### config.mk
export PLATFORM = sky130hd
export DESIGN_NAME = accel_orient_scale_moving_average_core_flat
export DESIGN_NICKNAME = d
export VERILOG_FILES = /design/src/sv/aosma_pkg.sv /design/src/sv/aosma_if.sv /design/src/sv/aosma_front.sv /design/src/sv/aosma_fifo.sv /design/src/sv/aosma_back.sv /design/src/sv/accel_orient_scale_moving_average_core.sv /design/src/flat_wrapper.sv
export SDC_FILE = /design/constraint.sdc
export NUM_CORES = 2
export LEC_CHECK = 0
export BUFFER_PORTS_ARGS = -buffer_cell sky130_fd_sc_hd__buf_4
export CORE_MARGIN = 1.5
export CORE_UTILIZATION = 25
export DETAILED_ROUTE_END_ITERATION = 8
export PLACE_DENSITY_LB_ADDON = 0.3
export SLEW_MARGIN = 0
export SYNTH_ARGS = -nofsm -noshare
export SYNTH_HDL_FRONTEND = slang
export SYNTH_SLANG_ARGS = --single-unit
export TNS_END_PERCENT = 50
### constraint.sdc
create_clock -name clk_i -period 8.11 [get_ports clk_i]
set_input_delay 1.2165 -clock clk_i [delete_from_list [all_inputs] [get_ports clk_i]]
set_output_delay 1.2165 -clock clk_i [all_outputs]
set_load 0.05 [all_outputs]
### src/sv/aosma_pkg.sv
`timescale 1ns / 1ps
// ----------------------------------------------------------------------------
// aosma_pkg
// Shared types, constants and the mounting table for the accelerometer
// orientation, scaling and moving average core.
// ----------------------------------------------------------------------------
package aosma_pkg;

  // field widths
  localparam int unsigned RAW_W      = 8;
  localparam int unsigned AXIS_MAG_W = 12;
  localparam int unsigned AVG_W      = 26;
  localparam int unsigned ORIENT_W   = 3;
  localparam int unsigned NUM_AXES   = 3;

  // scaling: micrometres per second squared per lsb is GRAVITY_UM / 1024
  localparam int unsigned GRAVITY_UM  = 9806550;
  localparam int unsigned GRAVITY_W   = 24;
  localparam int unsigned SCALE_SHIFT = 10;
  localparam int unsigned PROD_W      = AXIS_MAG_W + GRAVITY_W;
  localparam int unsigned SCALED_W    = 25;
  localparam int unsigned RAW_OFFSET  = 32;

  // window and queue
  localparam int unsigned WINDOW_DEPTH_DEFAULT = 4;
  localparam int unsigned QUEUE_DEPTH          = 2;

  // configuration port
  localparam int unsigned APB_ADDR_W = 3;
  localparam int unsigned APB_DATA_W = 32;

  typedef enum logic [APB_ADDR_W-3:0] {
    REG_MOUNT_ORIENTATION = 1'b0
  } reg_idx_e;

  // per orientation sign flips, bit 0 is x, bit 1 is y, bit 2 is z
  localparam logic [NUM_AXES-1:0] ORIENT_NEG [8] = '{
    3'b000, 3'b010, 3'b011, 3'b001, 3'b101, 3'b111, 3'b110, 3'b100
  };

  // one axis as sign and magnitude
  typedef struct packed {
    logic                  neg;
    logic [AXIS_MAG_W-1:0] mag;
  } axis_t;

  // one remapped sample
  typedef struct packed {
    axis_t x;
    axis_t y;
    axis_t z;
  } item_t;

endpackage

### src/sv/aosma_if.sv
`timescale 1ns / 1ps
// ----------------------------------------------------------------------------
// aosma_if
// Valid/ready channels for raw samples in and window averages out.
// ----------------------------------------------------------------------------
interface aosma_sample_if;
  logic                           valid;
  logic                           ready;
  logic [aosma_pkg::RAW_W-1:0]    raw_x;
  logic [aosma_pkg::RAW_W-1:0]    raw_y;
  logic [aosma_pkg::RAW_W-1:0]    raw_z;
  logic                           read_ok;

  modport source (output valid, output raw_x, output raw_y, output raw_z,
                  output read_ok, input ready);
  modport sink   (input valid, input raw_x, input raw_y, input raw_z,
                  input read_ok, output ready);
endinterface

interface aosma_result_if;
  logic                                valid;
  logic                                ready;
  logic signed [aosma_pkg::AVG_W-1:0]  avg_x;
  logic signed [aosma_pkg::AVG_W-1:0]  avg_y;
  logic signed [aosma_pkg::AVG_W-1:0]  avg_z;

  modport source (output valid, output avg_x, output avg_y, output avg_z,
                  input ready);
  modport sink   (input valid, input avg_x, input avg_y, input avg_z,
                  output ready);
endinterface

### src/sv/aosma_front.sv
`timescale 1ns / 1ps
// ----------------------------------------------------------------------------
// aosma_front
// Takes raw sample beats, extracts the axis values and applies the mounting
// remap, leaving one sign/magnitude item per beat in a register.
// ----------------------------------------------------------------------------
module aosma_front (
  input  logic                                clk_i,
  input  logic                                rst_ni,
  aosma_sample_if.sink                        sample_i,
  input  logic [aosma_pkg::ORIENT_W-1:0]      orient_i,
  output logic                                push_valid_o,
  output aosma_pkg::item_t                    push_item_o,
  input  logic                                push_ready_i
);

  // raw byte to sign and magnitude, zero on a failed read
  function automatic aosma_pkg::axis_t raw_to_axis(
    input logic [aosma_pkg::RAW_W-1:0] raw,
    input logic                        ok
  );
    logic signed [6:0]  cen;
    logic signed [12:0] val;
    aosma_pkg::axis_t   res;
    cen = $signed({1'b0, raw[7:2]}) - 7'(aosma_pkg::RAW_OFFSET);
    val = ok ? {cen, 6'b0} : '0;
    res.neg = val[12];
    res.mag = val[12] ? aosma_pkg::AXIS_MAG_W'(-val) : val[11:0];
    return res;
  endfunction

  aosma_pkg::axis_t            ax, ay, az;
  aosma_pkg::item_t            item_d;
  logic [aosma_pkg::NUM_AXES-1:0] flip;
  aosma_pkg::item_t            item_q;
  logic                        valid_q;
  logic                        take;

  // axis extraction and remap
  always_comb begin
    ax   = raw_to_axis(sample_i.raw_x, sample_i.read_ok);
    ay   = raw_to_axis(sample_i.raw_y, sample_i.read_ok);
    az   = raw_to_axis(sample_i.raw_z, sample_i.read_ok);
    flip = aosma_pkg::ORIENT_NEG[orient_i];
    item_d.x     = orient_i[0] ? ay : ax;
    item_d.y     = orient_i[0] ? ax : ay;
    item_d.z     = az;
    item_d.x.neg = item_d.x.neg ^ flip[0];
    item_d.y.neg = item_d.y.neg ^ flip[1];
    item_d.z.neg = item_d.z.neg ^ flip[2];
  end

  // holding register, refilled as soon as the queue takes the item
  assign sample_i.ready = !valid_q || push_ready_i;
  assign take           = sample_i.valid && sample_i.ready;

  always_ff @(posedge clk_i or negedge rst_ni) begin
    if (!rst_ni) begin
      valid_q <= 1'b0;
    end else if (sample_i.ready) begin
      valid_q <= sample_i.valid;
    end
  end

  always_ff @(posedge clk_i) begin
    if (take) begin
      item_q <= item_d;
    end
  end

  assign push_valid_o = valid_q;
  assign push_item_o  = item_q;

endmodule

### src/sv/aosma_fifo.sv
`timescale 1ns / 1ps
// ----------------------------------------------------------------------------
// aosma_fifo
// Short queue of remapped items between the front and the back.
// ----------------------------------------------------------------------------
module aosma_fifo (
  input  logic              clk_i,
  input  logic              rst_ni,
  input  logic              push_valid_i,
  input  aosma_pkg::item_t  push_item_i,
  output logic              push_ready_o,
  output logic              pop_valid_o,
  output aosma_pkg::item_t  pop_item_o,
  input  logic              pop_ready_i
);

  localparam int unsigned PTR_W = $clog2(aosma_pkg::QUEUE_DEPTH);
  localparam int unsigned CNT_W = $clog2(aosma_pkg::QUEUE_DEPTH + 1);

  aosma_pkg::item_t  slot_q [aosma_pkg::QUEUE_DEPTH];
  logic [PTR_W-1:0]  wr_ptr_q, rd_ptr_q;
  logic [CNT_W-1:0]  count_q;
  logic              push, pop;

  assign push_ready_o = count_q != CNT_W'(aosma_pkg::QUEUE_DEPTH);
  assign pop_valid_o  = count_q != '0;
  assign pop_item_o   = slot_q[rd_ptr_q];
  assign push         = push_valid_i && push_ready_o;
  assign pop          = pop_valid_o && pop_ready_i;

  // pointers and fill level
  always_ff @(posedge clk_i or negedge rst_ni) begin
    if (!rst_ni) begin
      wr_ptr_q <= '0;
      rd_ptr_q <= '0;
      count_q  <= '0;
    end else begin
      if (push) begin
        wr_ptr_q <= (wr_ptr_q == PTR_W'(aosma_pkg::QUEUE_DEPTH - 1)) ? '0 : wr_ptr_q + 1'b1;
      end
      if (pop) begin
        rd_ptr_q <= (rd_ptr_q == PTR_W'(aosma_pkg::QUEUE_DEPTH - 1)) ? '0 : rd_ptr_q + 1'b1;
      end
      if (push && !pop) begin
        count_q <= count_q + 1'b1;
      end else if (pop && !push) begin
        count_q <= count_q - 1'b1;
      end
    end
  end

  // storage
  always_ff @(posedge clk_i) begin
    if (push) begin
      slot_q[wr_ptr_q] <= push_item_i;
    end
  end

endmodule

### src/sv/aosma_back.sv
`timescale 1ns / 1ps
// ----------------------------------------------------------------------------
// aosma_back
// Scaling, sliding window sums and truncating average, five stages that all
// advance together whenever the output register can move.
// ----------------------------------------------------------------------------
module aosma_back #(
  parameter int unsigned WINDOW_DEPTH = aosma_pkg::WINDOW_DEPTH_DEFAULT
) (
  input  logic              clk_i,
  input  logic              rst_ni,
  input  logic              pop_valid_i,
  input  aosma_pkg::item_t  pop_item_i,
  output logic              pop_ready_o,
  aosma_result_if.source    result_o
);

  localparam int unsigned NA      = aosma_pkg::NUM_AXES;
  localparam int unsigned AW      = aosma_pkg::AVG_W;
  localparam int unsigned SUM_W   = AW + $clog2(WINDOW_DEPTH);
  localparam int unsigned MAG_W   = SUM_W - 1;
  localparam int unsigned RECIP_W = 32;
  localparam int unsigned DPROD_W = MAG_W + RECIP_W;
  localparam logic [RECIP_W-1:0] RECIP = RECIP_W'((64'd1 << RECIP_W) / 64'(WINDOW_DEPTH));
  localparam logic [MAG_W-1:0]   DEPTH_M = MAG_W'(WINDOW_DEPTH);

  aosma_pkg::axis_t lane_in [NA];

  logic                                   adv;
  logic                                   s1_valid_q, s2_valid_q, s3_valid_q;
  logic                                   s4_valid_q, out_valid_q;
  logic [NA-1:0]                          s1_neg_q, s4_neg_q;
  logic [aosma_pkg::SCALED_W-1:0]         s1_scaled_q [NA];
  logic signed [AW-1:0]                   s2_val_q [NA];
  logic signed [AW-1:0]                   win_q [NA][WINDOW_DEPTH];
  logic signed [SUM_W-1:0]                sum_q [NA];
  logic [MAG_W-1:0]                       s4_mag_q [NA];
  logic [DPROD_W-1:0]                     s4_prod_q [NA];
  logic signed [AW-1:0]                   avg_q [NA];

  logic [aosma_pkg::PROD_W-1:0]           prod1 [NA];
  logic signed [AW-1:0]                   pos2 [NA];
  logic signed [AW-1:0]                   val2 [NA];
  logic signed [SUM_W-1:0]                sum3 [NA];
  logic [MAG_W-1:0]                       mag4 [NA];
  logic [MAG_W-1:0]                       q0_5 [NA];
  logic [MAG_W-1:0]                       rem5 [NA];
  logic [MAG_W-1:0]                       quo5 [NA];
  logic signed [AW-1:0]                   quoa5 [NA];
  logic signed [AW-1:0]                   avg5 [NA];

  assign lane_in[0] = pop_item_i.x;
  assign lane_in[1] = pop_item_i.y;
  assign lane_in[2] = pop_item_i.z;

  // whole pipeline moves when the output register is free or being taken
  assign adv         = !out_valid_q || result_o.ready;
  assign pop_ready_o = adv;

  // datapath per axis
  always_comb begin
    for (int a = 0; a < NA; a++) begin
      // magnitude times gravity, truncation toward zero by shifting magnitude
      prod1[a] = aosma_pkg::PROD_W'(lane_in[a].mag)
               * aosma_pkg::PROD_W'(aosma_pkg::GRAVITY_UM);
      // restore sign
      pos2[a]  = $signed({1'b0, s1_scaled_q[a]});
      val2[a]  = s1_neg_q[a] ? -pos2[a] : pos2[a];
      // running sum: drop the oldest entry, add the new one
      sum3[a]  = sum_q[a] - SUM_W'(win_q[a][WINDOW_DEPTH-1]) + SUM_W'(s2_val_q[a]);
      // magnitude of the sum for the reciprocal multiply
      mag4[a]  = sum_q[a][SUM_W-1] ? MAG_W'(-sum_q[a]) : MAG_W'(sum_q[a]);
      // quotient estimate is exact or one low
      q0_5[a]  = s4_prod_q[a][RECIP_W +: MAG_W];
      rem5[a]  = s4_mag_q[a] - q0_5[a] * DEPTH_M;
      quo5[a]  = (rem5[a] >= DEPTH_M) ? q0_5[a] + 1'b1 : q0_5[a];
      quoa5[a] = $signed(AW'(quo5[a]));
      avg5[a]  = s4_neg_q[a] ? -quoa5[a] : quoa5[a];
    end
  end

  // stage valids
  always_ff @(posedge clk_i or negedge rst_ni) begin
    if (!rst_ni) begin
      s1_valid_q  <= 1'b0;
      s2_valid_q  <= 1'b0;
      s3_valid_q  <= 1'b0;
      s4_valid_q  <= 1'b0;
      out_valid_q <= 1'b0;
    end else if (adv) begin
      s1_valid_q  <= pop_valid_i;
      s2_valid_q  <= s1_valid_q;
      s3_valid_q  <= s2_valid_q;
      s4_valid_q  <= s3_valid_q;
      out_valid_q <= s4_valid_q;
    end
  end

  // window store and running sums, cleared at reset
  always_ff @(posedge clk_i or negedge rst_ni) begin
    if (!rst_ni) begin
      for (int a = 0; a < NA; a++) begin
        sum_q[a] <= '0;
        for (int k = 0; k < WINDOW_DEPTH; k++) begin
          win_q[a][k] <= '0;
        end
      end
    end else if (adv && s2_valid_q) begin
      for (int a = 0; a < NA; a++) begin
        sum_q[a]    <= sum3[a];
        win_q[a][0] <= s2_val_q[a];
        for (int k = 1; k < WINDOW_DEPTH; k++) begin
          win_q[a][k] <= win_q[a][k-1];
        end
      end
    end
  end

  // payload registers
  always_ff @(posedge clk_i) begin
    if (adv) begin
      for (int a = 0; a < NA; a++) begin
        if (pop_valid_i) begin
          s1_neg_q[a]    <= lane_in[a].neg;
          s1_scaled_q[a] <= prod1[a][aosma_pkg::SCALE_SHIFT +: aosma_pkg::SCALED_W];
        end
        if (s1_valid_q) begin
          s2_val_q[a] <= val2[a];
        end
        if (s3_valid_q) begin
          s4_neg_q[a]  <= sum_q[a][SUM_W-1];
          s4_mag_q[a]  <= mag4[a];
          s4_prod_q[a] <= DPROD_W'(mag4[a]) * DPROD_W'(RECIP);
        end
        if (s4_valid_q) begin
          avg_q[a] <= avg5[a];
        end
      end
    end
  end

  assign result_o.valid = out_valid_q;
  assign result_o.avg_x = avg_q[0];
  assign result_o.avg_y = avg_q[1];
  assign result_o.avg_z = avg_q[2];

endmodule

### src/sv/accel_orient_scale_moving_average_core.sv
`timescale 1ns / 1ps
// ----------------------------------------------------------------------------
// accel_orient_scale_moving_average_core
// Accelerometer sample conditioner: mounting remap, scaling to micrometres
// per second squared and a sliding window average per axis.
//
// Usage:
//   sample_i carries one raw sample per beat (three axis bytes and a read ok
//   flag); result_o carries one beat of three window averages per sample,
//   in order. Both are valid/ready channels.
//   The APB port holds the mounting orientation register at offset 0; it is to be
//   written while no sample is in flight, a rule the block itself does not enforce.
//   Throughput is one sample per cycle while result_o is ready. A sample passes
//   through the front register, queue, scaling multiply, sign, window sum
//   update, reciprocal multiply and output register, in that order.
//   When result_o stalls, the back stages hold, the two entry queue fills,
//   then the front register, and sample_i.ready drops; nothing is lost.
//   Reset clears the orientation to zero, the windows and the running sums;
//   unwritten window entries count as zero in the average.
// ----------------------------------------------------------------------------
module accel_orient_scale_moving_average_core #(
  parameter int unsigned WINDOW_DEPTH = aosma_pkg::WINDOW_DEPTH_DEFAULT
) (
  input  logic                                clk_i,
  input  logic                                rst_ni,
  aosma_sample_if.sink                        sample_i,
  aosma_result_if.source                      result_o,
  input  logic                                psel,
  input  logic                                penable,
  input  logic                                pwrite,
  input  logic [aosma_pkg::APB_ADDR_W-1:0]    paddr,
  input  logic [aosma_pkg::APB_DATA_W-1:0]    pwdata,
  output logic [aosma_pkg::APB_DATA_W-1:0]    prdata,
  output logic                                pready
);

  logic [aosma_pkg::ORIENT_W-1:0] orient_q;
  logic                           reg_hit;
  logic                           push_valid, push_ready;
  logic                           pop_valid, pop_ready;
  aosma_pkg::item_t               push_item, pop_item;

  // configuration register
  assign pready  = 1'b1;
  assign reg_hit = paddr[aosma_pkg::APB_ADDR_W-1:2] == aosma_pkg::REG_MOUNT_ORIENTATION;
  assign prdata  = reg_hit ? aosma_pkg::APB_DATA_W'(orient_q) : '0;

  always_ff @(posedge clk_i or negedge rst_ni) begin
    if (!rst_ni) begin
      orient_q <= '0;
    end else if (psel && penable && pwrite && pready && reg_hit) begin
      orient_q <= pwdata[aosma_pkg::ORIENT_W-1:0];
    end
  end

  // front: extraction and remap
  aosma_front u_front (
    .clk_i        (clk_i),
    .rst_ni       (rst_ni),
    .sample_i     (sample_i),
    .orient_i     (orient_q),
    .push_valid_o (push_valid),
    .push_item_o  (push_item),
    .push_ready_i (push_ready)
  );

  // decoupling queue
  aosma_fifo u_fifo (
    .clk_i        (clk_i),
    .rst_ni       (rst_ni),
    .push_valid_i (push_valid),
    .push_item_i  (push_item),
    .push_ready_o (push_ready),
    .pop_valid_o  (pop_valid),
    .pop_item_o   (pop_item),
    .pop_ready_i  (pop_ready)
  );

  // back: scaling and averaging
  aosma_back #(
    .WINDOW_DEPTH (WINDOW_DEPTH)
  ) u_back (
    .clk_i       (clk_i),
    .rst_ni      (rst_ni),
    .pop_valid_i (pop_valid),
    .pop_item_i  (pop_item),
    .pop_ready_o (pop_ready),
    .result_o    (result_o)
  );

endmodule

### src/flat_wrapper.sv
// flat-port wrapper written by rule: the top's interface ports become plain ports
module accel_orient_scale_moving_average_core_flat 
#(
  parameter int unsigned WINDOW_DEPTH = aosma_pkg::WINDOW_DEPTH_DEFAULT
)
  (clk_i, rst_ni, psel, penable, pwrite, paddr, pwdata, prdata, pready, sample_i_valid, sample_i_raw_x, sample_i_raw_y, sample_i_raw_z, sample_i_read_ok, sample_i_ready, result_o_valid, result_o_avg_x, result_o_avg_y, result_o_avg_z, result_o_ready);
  aosma_sample_if sample_i_i ();
  aosma_result_if result_o_i ();
  input  logic clk_i;
  input  logic rst_ni;
  input  logic psel;
  input  logic penable;
  input  logic pwrite;
  input  logic [aosma_pkg::APB_ADDR_W-1:0] paddr;
  input  logic [aosma_pkg::APB_DATA_W-1:0] pwdata;
  output logic [aosma_pkg::APB_DATA_W-1:0] prdata;
  output logic pready;
  input wire logic [$bits(sample_i_i.valid)-1:0] sample_i_valid;
  input wire logic [$bits(sample_i_i.raw_x)-1:0] sample_i_raw_x;
  input wire logic [$bits(sample_i_i.raw_y)-1:0] sample_i_raw_y;
  input wire logic [$bits(sample_i_i.raw_z)-1:0] sample_i_raw_z;
  input wire logic [$bits(sample_i_i.read_ok)-1:0] sample_i_read_ok;
  output wire logic [$bits(sample_i_i.ready)-1:0] sample_i_ready;
  output wire logic [$bits(result_o_i.valid)-1:0] result_o_valid;
  output wire logic [$bits(result_o_i.avg_x)-1:0] result_o_avg_x;
  output wire logic [$bits(result_o_i.avg_y)-1:0] result_o_avg_y;
  output wire logic [$bits(result_o_i.avg_z)-1:0] result_o_avg_z;
  input wire logic [$bits(result_o_i.ready)-1:0] result_o_ready;
  assign sample_i_i.valid = sample_i_valid;
  assign sample_i_i.raw_x = sample_i_raw_x;
  assign sample_i_i.raw_y = sample_i_raw_y;
  assign sample_i_i.raw_z = sample_i_raw_z;
  assign sample_i_i.read_ok = sample_i_read_ok;
  assign sample_i_ready = sample_i_i.ready;
  assign result_o_valid = result_o_i.valid;
  assign result_o_avg_x = result_o_i.avg_x;
  assign result_o_avg_y = result_o_i.avg_y;
  assign result_o_avg_z = result_o_i.avg_z;
  assign result_o_i.ready = result_o_ready;
  accel_orient_scale_moving_average_core #(.WINDOW_DEPTH(WINDOW_DEPTH)) u_core (.clk_i(clk_i), .rst_ni(rst_ni), .sample_i(sample_i_i), .result_o(result_o_i), .psel(psel), .penable(penable), .pwrite(pwrite), .paddr(paddr), .pwdata(pwdata), .prdata(prdata), .pready(pready));
endmodule
* Word-level counts from Yosys, hierarchy flattened
Memory sizes are Yosys's and may differ from the RTL's. Cells that the tools add are included.
Operators by class: $add $sub $neg 31, $mul 3, magnitude comparators 4, equal/unequal tests 1, mux-type cells 41, bitwise operators 5, reductions and logical operators 19
Operators with widths (number):
- $mux 26 | 9
- $mul 12x23->34 const B | 3
- $add 28x26->28 | 3
- $sub 28x26->28 | 3
- $ge 27x3->1 const B | 3
- $mux 27 | 3
- $neg 27->27 | 3
- $sub 27x27->27 | 3
- $add 26x1->26 const B | 3
- $neg 25->26 | 3
- $neg 26->26 | 3
- $mux 13 | 5
- $mux 12 | 3
- $neg 12->12 | 3
- $sub 6x6->7 const B | 3
- $mux 1 | 16
- $logic_and 1x1->1 | 9
- $mux 3 | 3
- $ge 4x4->1 const B | 1
- $logic_not 1->1 | 4
- $mux 2 | 2
- $not 3->4 | 1
- $reduce_and 2->1 | 2
- $reduce_bool 2->1 | 2
- 7 further kinds | 11
Storage, ports and cells: flip-flop bits (word level) 454, memory bits (writable) 471, bits in read-only memories 24, input bits 67, logic and storage cells 144, memories 7
Memories:
- u_core.u_back.s4_mag_q | depth 3, width 27, rd ports 3, clocked after Yosys merged registers in 0, wr ports 3, line aosma_back.sv:37 | logic [MAG_W-1:0] s4_mag_q [NA];
- u_core.u_back.s4_prod_q | depth 3, width 27, rd ports 3, clocked after Yosys merged registers in 0, wr ports 3, line aosma_back.sv:38 | logic [DPROD_W-1:0] s4_prod_q [NA];
- u_core.u_back.avg_q | depth 3, width 26, rd ports 3, clocked after Yosys merged registers in 0, wr ports 3, line aosma_back.sv:39 | logic signed [AW-1:0] avg_q [NA];
- u_core.u_back.s2_val_q | depth 3, width 26, rd ports 3, clocked after Yosys merged registers in 0, wr ports 3, line aosma_back.sv:34 | logic signed [AW-1:0] s2_val_q [NA];
- u_core.u_fifo.slot_q | depth 2, width 39, rd ports 1, clocked after Yosys merged registers in 0, wr ports 1, line aosma_fifo.sv:20 | aosma_pkg::item_t slot_q [aosma_pkg::QUEUE_DEPTH];
- u_core.u_back.s1_scaled_q | depth 3, width 25, rd ports 3, clocked after Yosys merged registers in 0, wr ports 3, line aosma_back.sv:33 | logic [aosma_pkg::SCALED_W-1:0] s1_scaled_q [NA];
- 1 more memories

* Longest topological paths before layout
depth in word-level cells 6, depth in mapped cells 23, gate-level depth less buffers 21

* Modules after synthesis
Synthesis repeated with hierarchy kept, for this count alone.
Second synthesis, totals: cells, all modules 5068, area total of the unflattened synthesis 51903.5 µm²
By module, submodules not included:
- aosma_back | instances 1, cells an instance 4765, area each 47144.0 µm², sequential area each 19403.6 µm²
- aosma_fifo | instances 1, cells an instance 139, area each 3032.9 µm², sequential area each 2442.3 µm²
- aosma_front | instances 1, cells an instance 122, area each 1323.8 µm², sequential area each 655.6 µm²
- accel_orient_scale_moving_average_core | instances 1, cells an instance 42, area each 402.9 µm², sequential area each 75.1 µm²

* Least setup slack after synthesis
No wires, ideal clock.
path kind register to register, start point register u_core.u_fifo.rd_ptr_q, end point memory u_core.u_back.s1_scaled_q[0][73] (netlist bit) (data pin), setup time 257 ps, arrival time 6160 ps, required time 7853 ps, setup slack 1693 ps, cell stages (with the launch flop) 21, path buffers 2, clock period less this slack 6417 ps, cells stage by stage dfrtp_1 > clkbuf_1 > clkbuf_1 > mux2_2 > ha_1 > inv_1 > fa_1 > xnor2_1 > ha_1 > ha_1 > ha_1 > ha_1 > a21oi_1 > nor2b_1 > a311o_1 > a31oi_1 > o21ai_0 > or4b_2 > a31o_2 > a31o_2 > xor2_1
RTL lines:
- start, declared | line aosma_fifo.sv:21 | logic [PTR_W-1:0] wr_ptr_q, rd_ptr_q;
- start signal, assigned | line aosma_fifo.sv:42 | rd_ptr_q <= (rd_ptr_q == PTR_W'(aosma_pkg::QUEUE_DEPTH - 1)) ? '0 : rd_ptr_q + 1'b1;
- end, declared | line aosma_back.sv:33

==> flow_summary_export.csv <==
group,metric,value,unit
clock_network,cts.reportedPaths.clkPinSlew,60,ps
global_routing,grt_overflow,0,
synthesis,syn_inst,4532,
min_path,worstHoldStart,"u_core.u_back.win_q[249]",
min_path,min_path_cells,2,
min_path,whs_endpoint,"u_core.u_back.win_q[223]",
drt,routedWlPerCell,12.6,um
cells_and_area,seqCellArea,0.0215,mm^2
worst_setup_path,crit_cells,19,
global_routing,grt_start_max_net_pins,181,
flow_run,maxCapViolCount,0,
placed_design,portBuffers,112,
worst_setup_path,timing.rr.start,"u_core.u_fifo.rd_ptr_q",
cells_and_area,fill_cells,18900,
die,io_pins,180,
worst_setup_path,worst_r2r_endpoint,"u_core.u_back.s1_scaled_q[0][73]",
sta,timing.final.crit_period,6760,ps
sta,clock_skew,38.4,ps
synthesis,ys_types,68,
global_routing,grt_pass1_wl,149000,um
cells_and_area,drive_gt1_share,7.12,%
die,chipHeight,431,um
worst_setup_path,crit_slowest_cell,"dfrtp_1",
worst_setup_path,critPathRequiredTime,8550,ps
drt,dr.pass1.iters,5,
sta,finalCritPeriodShare,83.3,%
worst_setup_path,ff2ff_setup_slack,1350,ps
clock_network,cts_resized,0,
sta,fin_tns_setup,0,ps
global_routing,antenna_found_initial,1,
clock_network,cts_buffers,92,
worst_setup_path,reg2reg_depth,19,
worst_setup_path,worstPathCellList,"buf_4 -> mux2_2 -> ha_1 -> inv_1 -> fa_1 -> xnor2_1 -> ha_1 -> ha_1 -> ha_1 -> ha_1 -> a21oi_1 -> nor2b_1 -> a311o_1 -> a31oi_1 -> o21ai_0 -> or4b_2 -> a31o_2 -> a31o_2 -> xor2_1",
placed_design,gp_congestion,0.828,
sta,report.final.hold_viol_count,0,
cells_and_area,multi_input_area,0.0219,mm^2
outcome,outcome,"finished clean",
die,initial_core_util,25.2,%
die,coreArea,0.181,mm^2
drt,drc,0,
die,dieArea,0.186,mm^2
sta,setup_violations,0,
clock_network,htreeDepth,3,
clock_network,cts.path.max_buffers,3,
synthesis,avgSynthCellArea,10.1,um^2
drt,first_iter_violations,1535,
cells_and_area,nets,5214,
synthesis,ys_ff_latch,784,
clock_network,cts_tree,"done",
worst_setup_path,worst-path-buf-inv,2,
placed_design,hpwlAfterDp,66100,um
sta,slew_headroom,33.6,%
die,rows,156,
drt,num_vias,29400,
sta,worst_pin_slew,996,ps
synthesis,yosysSeqAreaShare,47.0,%
min_path,hold_class,"flop to flop",
sta,max_freq,148,MHz
worst_setup_path,worstSetupPathType,"flop to flop",
global_routing,grt_pass1_vias,28900,
global_routing,grt_util_all_layers,9.68,%
worst_setup_path,cp.arrival,7190,ps
cells_and_area,area_growth_syn_to_layout,14.2,%
worst_setup_path,cp_common_cell,"ha_1",
clock_network,postCtsSetupBuffers,0,
clock_network,clock_sinks,784,
die,die_w,431,um
worst_setup_path,cp-end-kind,"flop",
synthesis,async_reset_ff_share,52.2,%
synthesis,ys_warn_count,0,
sta,slew_violations,0,
drt,viasPerCell,4.15,
clock_network,hold_buffers,0,
clock_network,root_buffer,"clkbuf_16",
clock_network,insertion_delay,710,ps
worst_setup_path,slowest_delay,720,ps
synthesis,synthFlopType,"dfrtp_1",
drt,wl,89500,um
synthesis,synth-edff-count,375,
worst_setup_path,cp_top_family,"adder cells",
worst_setup_path,critPathMaxFanout,14,
worst_setup_path,worstSetupStartpointType,"flop",
sta,rsz0062_at_grt,"no",
synthesis,netlist_area,0.0458,mm^2
drt,ant_nets,0,
[stage by stage]
stage                     utilization, %  worst slack [ps]  instances  hold WS, ps  area (um^2)
final                               28.8              1350       7073          433        52300
after detailed placement            27.1              1290       6900          448        49200
after global placement              27.1              1280       6900          445        49200
after CTS                           28.8              1290       7072          431        52300
after floorplan                        -              1690       4560          421        45900
after global routing                28.8               994       7073          471        52300
[synth_stat cells, types with 25 or more instances]
cell | number | area share (%)
xnor2_1 | 269 | 5.1
o31ai_1 | 48 | 0.79
mux2_2 | 25 | 0.61
or3_1 | 30 | 0.41
edfxtp_1 | 375 | 25
fa_1 | 114 | 5.0
a21oi_1 | 133 | 1.5
buf_4 | 31 | 0.51
xor2_1 | 106 | 2.0
a21o_1 | 72 | 1.2
o21ai_0 | 312 | 3.4
dfrtp_1 | 409 | 22
clkbuf_1 | 128 | 1.0
inv_1 | 475 | 3.9
nor3_1 | 33 | 0.36
nand3_1 | 43 | 0.47
ha_1 | 409 | 11
nor2_1 | 99 | 0.81
nand2b_1 | 45 | 0.61
nand2_1 | 1056 | 8.7
[worst min-delay path: stages (launching register included)]
cell     delay, ps
dfrtp_1        340
nand2_1         50
nand2_1         50
[placed cells by master (no fill, tap or decap), types with 25 or more instances in the layout]
cell type	synthesis	routed
conb_1	2	30
xnor2_1	269	269
xor2_1	106	106
inv_1	475	474
o21ai_0	312	312
a21oi_1	133	133
ha_1	409	409
mux2_2	25	25
dfrtp_1	409	409
nand2b_1	45	45
o31ai_1	48	48
or3_1	30	30
fa_1	114	114
a21o_1	72	72
nor3_1	33	33
nor2_1	99	99
edfxtp_1	375	375
nand2_1	1056	1055
clkbuf_16	0	94
nand3_1	43	43
buf_4	31	129
clkbuf_1	128	32
[sequential cells by signal, summed over array words and instances, names as in the netlist, 2 cells and up]
name,cells
u_core.u_back.win_q,312
u_core.u_front.push_item_o,21
u_core.u_back.avg_q,78
u_core.u_back.s4_neg_q,3
u_core.u_back.s1_neg_q,3
u_core.orient_q,3
u_core.u_fifo.slot_q,42
u_core.u_fifo.count_q,2
u_core.u_back.sum_q,84
u_core.u_back.s4_mag_q,75
u_core.u_back.s2_val_q,78
u_core.u_back.s1_scaled_q,75
[cells by family after synthesis]
kind of cell             count (synthesis)  share of synthesized area (%)
other                                    2                         0.0164
AO/OA/AOI/OAI                          722                           9.65
AND/OR/NAND/NOR                       1446                           13.5
adder cells (fa/ha/maj)                523                           16.2
flip-flops                             784                           47.0
buffers and inverters                  639                           5.51
multiplexers                            40                          0.943
XOR/XNOR                               376                           7.22
[how the worst max path moves through the flow]
stage | start | to | slack (ps)
3_5_place_dp | u_core.u_fifo.rd_ptr_q | u_core.u_back.s1_scaled_q[0][73] | 1290
2_1_floorplan | u_core.u_fifo.rd_ptr_q | u_core.u_back.s1_scaled_q[0][73] | 1690
3_3_place_gp | u_core.u_fifo.rd_ptr_q | u_core.u_back.s1_scaled_q[0][73] | 1280
4_1_cts | u_core.u_fifo.rd_ptr_q | u_core.u_back.s1_scaled_q[0][73] | 1290
5_1_grt | u_core.u_fifo.rd_ptr_q | u_core.u_back.s1_scaled_q[0][73] | 990
6_report | u_core.u_fifo.rd_ptr_q | u_core.u_back.s1_scaled_q[0][73] | 1350
[area by class of cell]
cell class	instances	area share [%]
inverters	475	3.41
flip-flops and latches	784	41.1
clock buffers	134	4.94
clock inverters	38	0.974
diodes	1	0.00479
multi-input cells	3137	41.9
repair buffers	134	2.03
well taps	2370	5.67
[metal layers]
layer  GRT usage, %  routed length (um)
met5              0                   0
met3           1.54                2960
met4           3.26                2040
met1           13.9               46300
met2           14.7               38100
Power is left out: the tool's default activity adds up to more than one toggle a clock period on the data nets, which glitch-free logic cannot reach.
